**config.mk**
```make
export PLATFORM = sky130hd
export DESIGN_NAME = four_level_page_table_walker
export DESIGN_NICKNAME = d
export VERILOG_FILES = /design/src/rtl/core/fptw_pkg.sv /design/src/rtl/core/fptw_step.sv /design/src/rtl/core/four_level_page_table_walker.sv
export SDC_FILE = /design/constraint.sdc
export NUM_CORES = 1
export LEC_CHECK = 0
export ABC_AREA = 1
export BUFFER_PORTS_ARGS = -buffer_cell sky130_fd_sc_hd__buf_2
export CORE_MARGIN = 2
export CORE_UTILIZATION = 35
export DETAILED_ROUTE_END_ITERATION = 12
export PLACE_DENSITY_LB_ADDON = 0.25
export SLEW_MARGIN = 20
export SYNTH_ARGS = -nofsm -noshare
export SYNTH_HDL_FRONTEND = slang
export SYNTH_SLANG_ARGS = --single-unit
```
**constraint.sdc**
```tcl
create_clock -name clk -period 23.6 [get_ports clk]
set_input_delay 3.54 -clock clk [delete_from_list [all_inputs] [get_ports clk]]
set_output_delay 3.54 -clock clk [all_outputs]
set_load 0.01 [all_outputs]
```
**src/rtl/core/fptw_pkg.sv**
```systemverilog
package fptw_pkg;

  localparam int PhysBits = 52;
  localparam int VaBits   = 48;
  localparam int AddrBits = 52;
  localparam int LeftBits = 22;

  // Physical address bits kept from an entry or root
  localparam logic [AddrBits-1:0] AddrMask =
    AddrBits'((64'd1 << PhysBits) - 64'd1);

  localparam logic FuncRequest = 1'b0;
  localparam logic FuncEntry   = 1'b1;

  localparam logic KindRead = 1'b0;
  localparam logic KindDone = 1'b1;

  localparam int PresentBit  = 0;
  localparam int PageSizeBit = 7;

  localparam logic [LeftBits-1:0] Page4kBytes = LeftBits'(24'h001000);
  localparam logic [LeftBits-1:0] Page2mBytes = LeftBits'(24'h200000);

  typedef enum logic [1:0] {
    LvlPml4 = 2'd0,
    LvlPdpt = 2'd1,
    LvlPd   = 2'd2,
    LvlPt   = 2'd3
  } level_t;

  typedef struct packed {
    logic              active;
    level_t            level;
    logic [VaBits-1:0] va;
  } walk_state_t;

  typedef struct packed {
    logic                kind;
    logic [AddrBits-1:0] read_addr;
    logic [AddrBits-1:0] phys_addr;
    logic [LeftBits-1:0] bytes_left;
    logic                fault;
    level_t              fault_level;
  } result_t;

  // 9-bit table index of the virtual address at a level
  function automatic logic [8:0] level_index(input logic [VaBits-1:0] va,
                                             input level_t lvl);
    logic [8:0] idx;
    unique case (lvl)
      LvlPml4: idx = va[47:39];
      LvlPdpt: idx = va[38:30];
      LvlPd:   idx = va[29:21];
      LvlPt:   idx = va[20:12];
      default: idx = 9'd0;
    endcase
    return idx;
  endfunction

  // Table frame plus index times eight
  function automatic logic [AddrBits-1:0] entry_addr(input logic [AddrBits-1:0] base,
                                                     input logic [VaBits-1:0] va,
                                                     input level_t lvl);
    logic [AddrBits-1:0] frame;
    frame = {base[AddrBits-1:12] & AddrMask[AddrBits-1:12], 12'd0};
    return {frame[AddrBits-1:12], level_index(va, lvl), 3'd0};
  endfunction

endpackage

```
**src/rtl/core/fptw_step.sv**
```systemverilog
module fptw_step (
  input  fptw_pkg::walk_state_t         state,
  input  logic                          func,
  input  logic [fptw_pkg::VaBits-1:0]   virt_addr,
  input  logic [fptw_pkg::AddrBits-1:0] table_root,
  input  logic [63:0]                   entry_data,
  output fptw_pkg::walk_state_t         state_next,
  output logic                          emit,
  output fptw_pkg::result_t             result
);

  fptw_pkg::level_t              lvl_up;
  logic [fptw_pkg::AddrBits-1:0] pte_addr;

  assign lvl_up   = fptw_pkg::level_t'(state.level + 2'd1);
  assign pte_addr = entry_data[fptw_pkg::AddrBits-1:0];

  always_comb begin
    state_next = state;
    emit       = 1'b0;
    result     = '0;
    if (func == fptw_pkg::FuncRequest) begin
      if (!state.active) begin
        state_next.active = 1'b1;
        state_next.level  = fptw_pkg::LvlPml4;
        state_next.va     = virt_addr;
        emit              = 1'b1;
        result.kind       = fptw_pkg::KindRead;
        result.read_addr  = fptw_pkg::entry_addr(table_root, virt_addr, fptw_pkg::LvlPml4);
      end
    end else if (state.active) begin
      emit = 1'b1;
      priority if (!entry_data[fptw_pkg::PresentBit]) begin
        state_next.active  = 1'b0;
        state_next.level   = fptw_pkg::LvlPml4;
        result.kind        = fptw_pkg::KindDone;
        result.fault       = 1'b1;
        result.fault_level = state.level;
      end else if (state.level == fptw_pkg::LvlPd && entry_data[fptw_pkg::PageSizeBit]) begin
        state_next.active = 1'b0;
        state_next.level  = fptw_pkg::LvlPml4;
        result.kind       = fptw_pkg::KindDone;
        result.phys_addr  = {pte_addr[fptw_pkg::AddrBits-1:21]
                             & fptw_pkg::AddrMask[fptw_pkg::AddrBits-1:21],
                             state.va[20:0]};
        result.bytes_left = fptw_pkg::Page2mBytes - {1'b0, state.va[20:0]};
      end else if (state.level == fptw_pkg::LvlPt) begin
        state_next.active = 1'b0;
        state_next.level  = fptw_pkg::LvlPml4;
        result.kind       = fptw_pkg::KindDone;
        result.phys_addr  = {pte_addr[fptw_pkg::AddrBits-1:12]
                             & fptw_pkg::AddrMask[fptw_pkg::AddrBits-1:12],
                             state.va[11:0]};
        result.bytes_left = fptw_pkg::Page4kBytes - {10'd0, state.va[11:0]};
      end else begin
        // descend one level
        state_next.level = lvl_up;
        result.kind      = fptw_pkg::KindRead;
        result.read_addr = fptw_pkg::entry_addr(pte_addr, state.va, lvl_up);
      end
    end
  end

endmodule

```
**src/rtl/core/four_level_page_table_walker.sv**
```systemverilog
// A result beat leaves the output register in the cycle after its item is taken.
// Throughput: one item per cycle while the output register is free; the single output
// register sets the pace, and it refills in the same cycle its beat is taken.
// Reset (synchronous, rst high): walk goes idle at level PML4, held address and
// output valid clear.
module four_level_page_table_walker (
  input  logic                          clk,
  input  logic                          rst,
  input  logic                          item_valid,
  output logic                          item_ready,
  input  logic                          func,
  input  logic [fptw_pkg::VaBits-1:0]   virt_addr,
  input  logic [fptw_pkg::AddrBits-1:0] table_root,
  input  logic [63:0]                   entry_data,
  output logic                          result_valid,
  input  logic                          result_ready,
  output logic                          kind,
  output logic [fptw_pkg::AddrBits-1:0] read_addr,
  output logic [fptw_pkg::AddrBits-1:0] phys_addr,
  output logic [fptw_pkg::LeftBits-1:0] bytes_left,
  output logic                          fault,
  output logic [1:0]                    fault_level
);

  fptw_pkg::walk_state_t walk;
  fptw_pkg::walk_state_t walk_next;
  fptw_pkg::result_t     step_result;
  fptw_pkg::result_t     result;
  logic                  step_emit;
  logic                  item_take;

  assign item_ready = !result_valid || result_ready;
  assign item_take  = item_valid && item_ready;

  fptw_step u_step (
    .state      (walk),
    .func       (func),
    .virt_addr  (virt_addr),
    .table_root (table_root),
    .entry_data (entry_data),
    .state_next (walk_next),
    .emit       (step_emit),
    .result     (step_result)
  );

  always_ff @(posedge clk) begin
    if (rst) begin
      walk <= '0;
    end else if (item_take) begin
      walk <= walk_next;
    end
  end

  always_ff @(posedge clk) begin
    if (rst) begin
      result_valid <= 1'b0;
    end else if (item_take) begin
      result_valid <= step_emit;
    end else if (result_ready) begin
      result_valid <= 1'b0;
    end
  end

  // hold payload until a new beat replaces it
  always_ff @(posedge clk) begin
    if (item_take && step_emit) begin
      result <= step_result;
    end
  end

  assign kind        = result.kind;
  assign read_addr   = result.read_addr;
  assign phys_addr   = result.phys_addr;
  assign bytes_left  = result.bytes_left;
  assign fault       = result.fault;
  assign fault_level = result.fault_level;

  a_fault_ends_walk: assert property (@(posedge clk) disable iff (rst)
    result_valid && fault |-> kind == fptw_pkg::KindDone && !walk.active)
    else $error("fault beat while walk still active");

  a_read_keeps_walk: assert property (@(posedge clk) disable iff (rst)
    result_valid && kind == fptw_pkg::KindRead |-> walk.active)
    else $error("entry read beat without an active walk");

  a_done_idle: assert property (@(posedge clk) disable iff (rst)
    result_valid && kind == fptw_pkg::KindDone |-> !walk.active)
    else $error("finished beat while walk still active");

  a_bytes_left: assert property (@(posedge clk) disable iff (rst)
    result_valid && kind == fptw_pkg::KindDone && !fault
    |-> bytes_left != '0 && bytes_left <= fptw_pkg::Page2mBytes)
    else $error("bytes left out of range on finished walk");

endmodule
```
# Word-level counts from Yosys, hierarchy flattened
# Cells that the tools add are included.
# op_classes
reduce_logical	12
mux	25
bitwise	2
add_sub_neg	3
n_eq_ne	7
# ops
op	n
52-bit 2-to-1 mux	3
74-bit 2-to-1 mux	2
130-bit 2-to-1 mux	1
126-bit 2-to-1 mux	1
53-bit 2-to-1 mux	1
50-bit 2-to-1 mux	1
9-bit one-hot mux with 4 select lines	1
22-bit by 21-bit subtractor with 22-bit output, first input constant	1
3-bit 2-to-1 mux	5
13-bit by 12-bit subtractor with 14-bit output, first input constant	1
1-bit 2-to-1 mux	9
3-bit AND reduction	3
2-bit equality test, second input constant	4
1-bit logical AND	3
3-bit OR reduction	1
2-bit by 1-bit adder with 2-bit output, second input constant	1
2-bit by 1-bit equality test with 1-bit output, second input constant	1
2-bit zero test	1
2-bit 2-to-1 mux	1
2-bit by 1-bit != test with 1-bit output, second input constant	1
2-bit != test, second input constant	1
1-bit NOT	2
2-bit AND reduction	1
2-bit nonzero test	1
other kinds (2)	2
# totals
input_bits	169
elab_cells	59
output_inout_bits	132
reg_bits	182

# Depth between registers and ports, before layout
# Gate-level depths: netlist (run 1).
# depth
depth_word	8
ltp_mapped	9
mapped_depth_nobuf	8

# Modules after synthesis
# Synthesis (run 1) repeated with hierarchy kept, for this count alone.
# unflattened
cells_unflattened	1054
area_unflattened_um2	8969.9
# by_module_without_submodules
mod	seq_area_each_um2	area_each_um2	cells_each	instances
four_level_page_table_walker	4944.7	6387.4	475	1
fptw_step	0.0	2582.5	579	1

# Worst setup path after synthesis (run 1)
# Ideal clock, no wire load.
# synth_timing
kind	input to register
from	input port func
to	register walk[49] (netlist bit)
path_buffers	1
slack_ns	13.338
cell_stages	6
arrival_ns	10.155
required_time_ns	23.493
setup_time_ns	0.107
path_cell_list	clkinv_1 > clkbuf_1 > ha_1 > nor2_1 > o21ai_0 > a21oi_1
# synth_via
elab_chain_cells	2
word_cells_on_any_way	4
cone_classes	eq/ne: 2; mux: 1; reduce/logical: 1
# synth_rtl
element	line	rtl
start, declared	four_level_page_table_walker.sv:11	input logic func,
2-bit by 1-bit != test with 1-bit output (no line) or 2-bit != test (tied branches)	--	
3-bit AND reduction (no line)	--	
end signal, assigned	four_level_page_table_walker.sv:50	walk <= walk_next;
end, declared	four_level_page_table_walker.sv:25	fptw_pkg::walk_state_t walk;
# Several ways; a longest one is shown, not always the timed one.
# A chain may end at the register's enable or synchronous reset.

# Worst setup path in the final report (run 1)
# layout_timing
from	input port result_ready
to	output port item_ready
# layout_via
elab_chain_cells	1
# layout_rtl
element	line	rtl
start, declared	four_level_page_table_walker.sv:16	input logic result_ready,
1-bit logical OR	four_level_page_table_walker.sv:32	assign item_ready = !result_valid || result_ready;
end, declared	four_level_page_table_walker.sv:10	output logic item_ready,
# No other way between the ends.

==> results of run 1 <==
[where the power goes]
group	internal (mW)	leakage, nW	switching (mW)
Clock	0.139	0.260	0.132
Sequential	0.337	1.61	0.00681
Combinational	0.0292	2.33	0.0564
[cell usage after synthesis]
library cell / count
nand2_1: 134
edfxtp_1: 126
nand3_1: 99
nor2_1: 91
inv_1: 68
a21oi_1: 59
dfxtp_1: 43
o21ai_0: 31
clkbuf_1: 27
o21ai_2: 27
buf_2: 9
ha_1: 7
buf_6: 5
nor3_1: 5
buf_4: 4
inv_2: 4
nand4_1: 3
o21ai_1: 3
a211oi_1: 2
clkinv_1: 2
nor2_2: 2
a21oi_4: 1
a31oi_1: 1
buf_1: 1
conb_1: 1
nand2_4: 1
nand3_4: 1
nor2_4: 1
nor3b_1: 1
[per-layer routing]
| layer | vias up | GRT usage (%) |
|---|---|---|
| li1 | 3037 | - |
| met1 | 2859 | 22.5 |
| met2 | 232 | 31.4 |
| met3 | 15 | 4.57 |
| met4 | 0 | 5.24 |
| met5 | - | 0 |
[kinds of logic (layout without fill, tap and decap cells)]
| logic type | count (synthesis) | after routing | share of synthesized area, % |
|---|---|---|---|
| AO/OA/AOI/OAI | 124 | 124 | 9.95 |
| adder cells (fa/ha/maj) | 7 | 7 | 1.18 |
| buffers and inverters | 120 | 373 | 6.92 |
| flip-flops | 169 | 169 | 62.5 |
| other | 1 | 3 | 0.0504 |
| AND/OR/NAND/NOR | 338 | 338 | 19.4 |
[final timing paths]
kind,to,depth (start not counted)
worst min register to register,walk[21],2
worst min-delay path,walk[21],2
worst max-delay path,item_ready,4
worst max register to register,phys_addr[8],5
[state kept, by name, indices dropped and copies added, names as in the netlist]
| signal | flops |
|---|---|
| result_valid | 1 |
| read_addr | 49 |
| kind | 1 |
| walk | 42 |
| fault_level | 2 |
| phys_addr | 52 |
| bytes_left | 21 |
| fault | 1 |
[critical path, delay by kind of cell]
family                 cells  cell delay, ps
buffers and inverters      3             290
and+or+nand+nor            1              60
[final cells by class]
class | count | area [um^2]
clock buffers | 18 | 429
clock inverters | 14 | 134
fillers | 2106 | 11500
inverters | 74 | 278
multi-input cells | 472 | 2290
flip-flops and latches | 169 | 4640
well taps | 275 | 344
repair buffers | 267 | 1350
[metrics by stage]
stage                     cells  hold WS (ps)  area, um^2  worst slack, ps
after detailed placement   1257           452        8900            16180
after floorplan             761           437        7440            13340
after global routing       1289           482        9470            16150
after CTS                  1289           463        9470            16170
after global placement     1257           450        8900            16180
final                      1289           463        9470            16180
==> metrics.txt, run 1 <==
total power ~700 uW; critical path class in2out; clock skew roughly 14 ps; worst skew pair latency between 400 and 500 ps; status finished, final reports clean; global-route wire length before repair ~31000 um; Final setup viols 0; syn_area_per_cell roughly 9.8 um^2; Leak Pwr 4.20 nW; CTS sink cnt 169; most used cell, CP buf_2; unrepaired setup endpoints after global routing no; Die Y between 100 and 150 um; Detail Placement HPWL 14200 um; Final Max Slew Viols 0; Net count, final 1177; CP max stage delay ~150 ps; Via density around 4.8; Synth top area share 50.9%; most frequent cells in the layout buf_2 (263), nand2_1 (134), edfxtp_1 (126); most common cell after layout, fill and taps aside buf_2; drt initial violations approximately 260; Setup crit start kind input port; Final Cycle Share 31.5%; Pwr per Cell Area between 70 and 80 nW/um^2; Max VDD drop ~0.000046 V; cells along the critical path buf_2 > inv_1 > nand2_1 > buf_2; Core Rows 53; routed wire length roughly 21000 um; largest net degree at the start of global routing 84; # diodes 0; Post-Synthesis Cells between 700 and 800; WL/cell around 16 um; GP Congestion around 0.79; cell area after synthesis approximately 7400 um^2; FMAX 135 MHz; clock root buffer clkbuf_16; CTS tree done; Slowest-stage cell, CP buf_2; Worst EP arrival a little under 4000 ps; number of global-route vias before repair between 5k and 6k; Hold WC Path Type reg2reg; ranking of synthesized cells by area edfxtp_1 (51%), dfxtp_1 (12%), nand2_1 (6.8%), nand3_1 (6.7%), nor2_1 (4.6%); Ports 301; post-synthesis sequential area ratio between 60 and 70%; Max-Slew Margin vs Limit between 20% and 30%; R2R Setup Slk approximately 20000 ps; area leader, netlist edfxtp_1; GRT overflow 0; overall global routing resource usage ~18%; DRC viols 0; First-pass DRT Iterations 5; Util after Layout between 40% and 50%; synthesis-stage register bit count 169; initial core utilization a little over a third; Die X between 100 and 150 um; vias slightly above 6k; minimum clock period ~7400 ps; CP required between 20000 and 25000 ps; Clock Pin Slew Worst Setup and Hold Paths around 70 ps; TritonCTS buffer count 17; setup_tns 0 ps; max_cap viols 0; CP Launch Point result_ready; Setup Fix Bufs, Post-CTS 0; reg-to-reg startpoint walk[50]; IO Port Bufs ~260; Netlist cell types 29; hold path startpoint walk[21]; Post-CTS Hold Buffers 0; Ys Warns 0; Max H-tree Level 4; Core ar. between 20000 and 25000 um^2; crit-path max FO 3; share of layout cells above drive strength 1 between 30% and 40%; Fin. Hold Viols 0; Clock Path Buffers 2; highest routing layer actually used met4; Met2 Routed Length 10100 um; metal3 WL around 1600 um; Worst Tran Pin Value 1070 ps; Crit. End Element output pin; die area 22400 um^2; antenna violations before repair 0; post-CTS sizing 0; ANT nets after route 0; Area growth syn-to-layout 27.3%; met1 WL around 8800 um
No activity file was read; power rests on OpenSTA's default activity.
==> run 2: changes to the inputs <==
Settings changed: ABC_AREA 1 to 0.
Clock period 23.6 ns to 7.2 ns, I/O delays scaled along.
==> metrics.txt, run 2 <==
status finished, final reports clean; global routing usage on met1 between 20% and 30%; # diodes 0; cells along the critical path buf_2 > inv_1 > ha_1 > nand3b_1 > inv_4 > buf_4; Detail Placement HPWL about 13000 um; Worst Tran Pin Value about 890 ps; CP max stage delay 710 ps; setup_tns 0 ps; Comb pwr share between 10% and 20%; sequential share of power around half; Slowest-stage cell, CP buf_4; grt met3 use about 5.0%; Ys Warns 0; unrepaired setup endpoints after global routing no; Die Y 146 um; Fin. Hold Viols 0; Post-Synthesis Cells between 500 and 600; Max VDD drop between 0.0001 and 0.00015 V; routed wire length approximately 19000 um; Ports ~300; Min-Delay Path Depth 2; GRT overflow 0; die area 21200 um^2; most common cell in the netlist edfxtp_1; area leader, netlist edfxtp_1; R2R Path End phys_addr[39]; Clock Path Buffers 2; Top FF cell, synth edfxtp_1; Max-Slew Margin vs Limit between 40% and 50%; simple-gate portion of the synthesized area around 16%; Netlist cell types 43; Worst EP arrival between 3000 and 4000 ps; crit-path max FO 70; post-synthesis sequential area ratio about two thirds; compound-cell area share of the yosys netlist 11.7%; Core ar. between 15000 and 20000 um^2; vias 5406; antenna violations before repair 0; FMAX about 310 MHz; Crit. End Element flop; Area growth syn-to-layout 29.9%; max reg flops 52; clock skew between 10 and 15 ps; minimum clock period about 3300 ps; mux cell area share after synthesis less than 1%; CTS tree done; DRC viols 0; CP top delay family buffers and inverters; hold path startpoint walk[35]; Pint 1.72 mW; share of layout cells above drive strength 1 36.2%; Final Max Slew Viols 0; worst skew pair latency approximately 420 ps; part of the power in the clock network around 39%; Hold WC Path Type reg2reg; TritonCTS buffer count 17; Net count, final between 1k and 1.5k; Setup crit start kind input port; sw frac about a quarter; CP required 7250 ps; drt initial violations between 300 and 400; ranking of synthesized cells by area edfxtp_1 (54%), dfxtp_1 (12%), nand2_1 (5.6%), a22o_1 (5.0%), and2_1 (4.0%); Clock Pin Slew Worst Setup and Hold Paths roughly 70 ps; WL/cell between 15 and 20 um; Max H-tree Level 4; most common cell after layout, fill and taps aside buf_2; initial core utilization between 30% and 40%; Hold EP walk[35]; met2 GRT Util ~28%; Final setup viols 0; crit path buf inv count 4; post-CTS sizing 0; Pwr per Cell Area around 250 nW/um^2; Via density 4.85; area share of fa/ha/maj cells after synthesis approximately 1.2%; Worst Reg-to-Reg Cells 5; EDFF count, synth between 100 and 150; xor/xnor share of the synthesized area around 1.5%; largest net degree at the start of global routing 71; syn_area_per_cell around 12 um^2; Final Cycle Share 45.5%; Die X roughly 150 um; max_cap viols 0; async set-reset flop share out of synthesis 0%; CTS sink cnt 169; Core Rows 51; First-pass DRT Iterations 6; Synth top area share a little over half; overall global routing resource usage 17.7%; GRT Max-Usage Layer met2; Post-CTS Hold Buffers 0; Commonest cells post-synth edfxtp_1 (126), nand2_1 (105), a21oi_1 (54); synthesis-stage register bit count around 170; Net Sw Power 545 uW; most frequent cells in the layout buf_2 (263), edfxtp_1 (126), nand2_1 (105); Setup Fix Bufs, Post-CTS 0; clock root buffer clkbuf_16; IO Port Bufs 263; critical path class in2reg; cell area after synthesis between 7000 and 8000 um^2; Layout Cells excl Fill 1114; number of global-route vias before repair about 5k; ANT nets after route 0; Placed Instances approximately 1.1k; reg-to-reg startpoint walk[50]; R2R Setup Slk 4310 ps; global-route wire length before repair between 20000 and 30000 um; Leak Pwr 3.71 nW; largest family of logic cells by synthesized area simple AND/OR/NAND/NOR gates; GP Congestion around 0.76
[run 2: cell count changes after synthesis, moves of 29 or more]
cell	previous run	this run
inv_1	68	8
nand3_1	99	14
a22o_1	0	40
nor2_1	91	23
nand2_1	134	105
and2_1	0	45
[run 2: worst max-delay path by stage]
stage | start | to | slack (ps) | cells after the start
6_report | func | phys_addr[39] | 3930 | 6
5_1_grt | func | phys_addr[39] | 3720 | 6
4_1_cts | func | phys_addr[45] | 3870 | 6
3_5_place_dp | func | phys_addr[41] | 3410 | 6
3_3_place_gp | func | phys_addr[41] | 3460 | 6
2_1_floorplan | result_ready | bytes_left[10] | 2640 | 4
[run 2: layout make-up]
cell class | count | area [um^2]
fill | 1855 | 10400
sequential | 169 | 4640
multi-input combinational | 370 | 2160
timing repair buffer | 270 | 1370
clock buffer | 21 | 440
tap | 265 | 332
clock inverter | 11 | 123
inverter | 8 | 32.5
[run 2: tightest hold or removal path: stages, from the launching register on]
cell and delay [ps]:
dfxtp_1 310, nand2_1 50, a21oi_1 50
[run 2: power groups by stage]
stage	logic, mW	registers [mW]	clock network [mW]
global route	0.274	1.14	0.947
detailed placement	0.252	1.15	0
CTS	0.253	1.13	0.907
global placement	0.251	1.15	0
floorplan	0.120	1.18	0
finish	0.250	1.13	0.885
[run 2: cell families (layout without fill, tap and decap cells)]
kind of cell	after synthesis	count (layout)
buffers and inverters	53	310
DFF	169	169
AOI/OAI and AO/OA	121	121
muxes	1	1
and+or+nand+nor	226	226
xor gates and xnor gates	12	12
other	1	3
adders and majority gates	7	7
[run 2: layer usage]
| layer | wire length (um) | vias up |
|---|---|---|
| li1 | - | 2622 |
| met1 | 8460 | 2538 |
| met2 | 8920 | 230 |
| met3 | 1300 | 16 |
| met4 | 230 | 0 |
| met5 | 0 | - |
[run 2: per-stage QoR]
step	area (um^2)	hold WS, ps	total power, mW	setup WS [ps]	util (%)
2_1_floorplan	7020	434	1.30	2640	-
3_3_place_gp	8540	442	1.40	3460	43.7
3_5_place_dp	8540	449	1.40	3410	43.7
4_1_cts	9100	457	2.29	3870	46.6
5_1_grt	9100	476	2.36	3720	46.6
6_report	9100	457	2.27	3930	46.6
==> run 3: changes to the inputs <==
Clock period 7.2 ns to 3.3 ns, I/O delays scaled along.
==> metrics.txt, run 3 (synthesis results as in run 2) <==
status finished, final reports clean; Net count, final around 1.0k; Fin. Hold Viols 0; GP Congestion between 0.7 and 0.8; Max VDD drop between 0.0003 and 0.0004 V; total power about 5 mW; routed wire length between 15000 and 20000 um; drt initial violations ~400; pre-CTS worst setup slack around 1000 ps; die area 21200 um^2; most frequent cells in the layout buf_2 (263), edfxtp_1 (126), nand2_1 (105); Core ar. 19500 um^2; TritonCTS buffer count 17; clock root buffer clkbuf_16; antenna violations before repair 2; Die X approximately 150 um; CTS tree done; DRC viols 0; clock skew about 9.8 ps; unrepaired setup endpoints after global routing no; setup_tns 0 ps; Core Rows a little over 50; max reg flops 52; Max-Slew Margin vs Limit between 40 and 50%; CTS sink cnt around 170; IO Port Bufs 263; global-route wire length before repair between 20000 and 30000 um; Via density just under 5; Setup crit start kind flop; Pwr per Cell Area 545 nW/um^2; WL/cell 17.1 um; most common cell after layout, fill and taps aside buf_2; Max H-tree Level 4; ANT nets after route 0; First-pass DRT Iterations 5; number of global-route vias before repair 5166; max_cap viols 0; Clock Pin Slew Worst Setup and Hold Paths 70 ps; CP required 3580 ps; vias approximately 5.4k; Leak Pwr about 3.8 nW; worst setup margin 1010 ps; Die Y 146 um; Final Max Slew Viols 0; Clock Path Buffers 2; initial core utilization a little over a third; Area growth syn-to-layout 31.0%; Detail Placement HPWL about 14000 um; crit path buf inv count 2; critical path class reg2reg; FMAX 436 MHz; Worst Tran Pin Value between 800 and 900 ps; GRT overflow 0; CP max stage delay about 450 ps; minimum clock period ~2300 ps; Hold WC Path Type in2reg; cells along the critical path inv_1 > ha_1 > and2_1 > nor3_2 > buf_4 > a22o_1; Final setup viols 0; Slowest-stage cell, CP buf_4; Post-CTS Hold Buffers 0; Final Cycle Share a little over two thirds; worst skew pair latency around 420 ps; Setup Fix Bufs, Post-CTS 0; share of layout cells above drive strength 1 between 30% and 40%; Ports 301; Crit. End Element flop; largest net degree at the start of global routing between 60 and 70; Worst EP arrival approximately 2600 ps; overall global routing resource usage 17.9%; CP top delay family simple AND/OR/NAND/NOR gates; crit-path max FO 40; post-CTS sizing 0
==> run 3: changes by cell type in the layout (fill, tap and decap cells not counted) <==
cell / before / now
clkinv_4: 3 / 1
clkbuf_16: 17 / 20
inv_4: 1 / 2
buf_12: 0 / 2
clkbuf_1: 4 / 1
bufinv_16: 2 / 0
inv_6: 1 / 4
clkinv_2: 1 / 2
buf_4: 7 / 8
diode_2: 0 / 2
clkbuf_8: 0 / 1
clkinv_1: 2 / 0
==> run 3: layout make-up <==
class                           count  area, um^2
Clock inverter                     10        73.8
Tap cell                          265         332
Antenna cell                        2        5.00
Sequential cell                   169        4640
Inverter                            8        33.8
Clock buffer                       22         518
Fill cell                        1854       10300
Timing Repair Buffer              273        1420
Multi-Input combinational cell    370        2160
==> run 3: path summary, 6_finish.rpt <==
path | start | end | slack (ps) | cells after the start
worst min register to register | walk[26] | walk[26] | 460 | 2
worst max register to register | walk[48] | read_addr[50] | 1010 | 6
worst max-delay path | walk[48] | read_addr[50] | 1010 | 6
worst min-delay path | virt_addr[27] | walk[27] | 300 | 3
==> run 3: tightest hold or removal path, delay by kind of cell <==
family                 cells  cell delay (ps)
buffers and inverters      1               90
AO/OA/AOI/OAI              1               50
AND/OR/NAND/NOR            1               40
==> run 3: power breakdown <==
| group | internal [mW] | switching [mW] | total (mW) |
|---|---|---|---|
| Sequential | 2.41 | 0.0532 | 2.47 |
| Combinational | 0.235 | 0.324 | 0.560 |
| Clock | 1.13 | 0.851 | 1.98 |
| Total | 3.78 | 1.23 | 5.01 |
==> run 3: metal layers <==
layer	vias to the layer above	share of wire (%)	routed length, um	global-route usage, %
met1	2549	44	8370	23.8
met4	0	2.2	422	6.72
met2	233	47	8920	28.1
met5	-	0	0	0
met3	27	7.2	1370	4.80
li1	2629	-	-	-
==> run 3: stage by stage <==
step	hold slack [ps]	cell area [um^2]	cells	util [%]
5_1_grt	291	9180	1119	47.0
4_1_cts	288	9180	1117	47.0
2_1_floorplan	434	7020	592	-
3_3_place_gp	443	8590	1085	44.0
3_5_place_dp	449	8590	1085	44.0
6_report	304	9180	1119	47.0
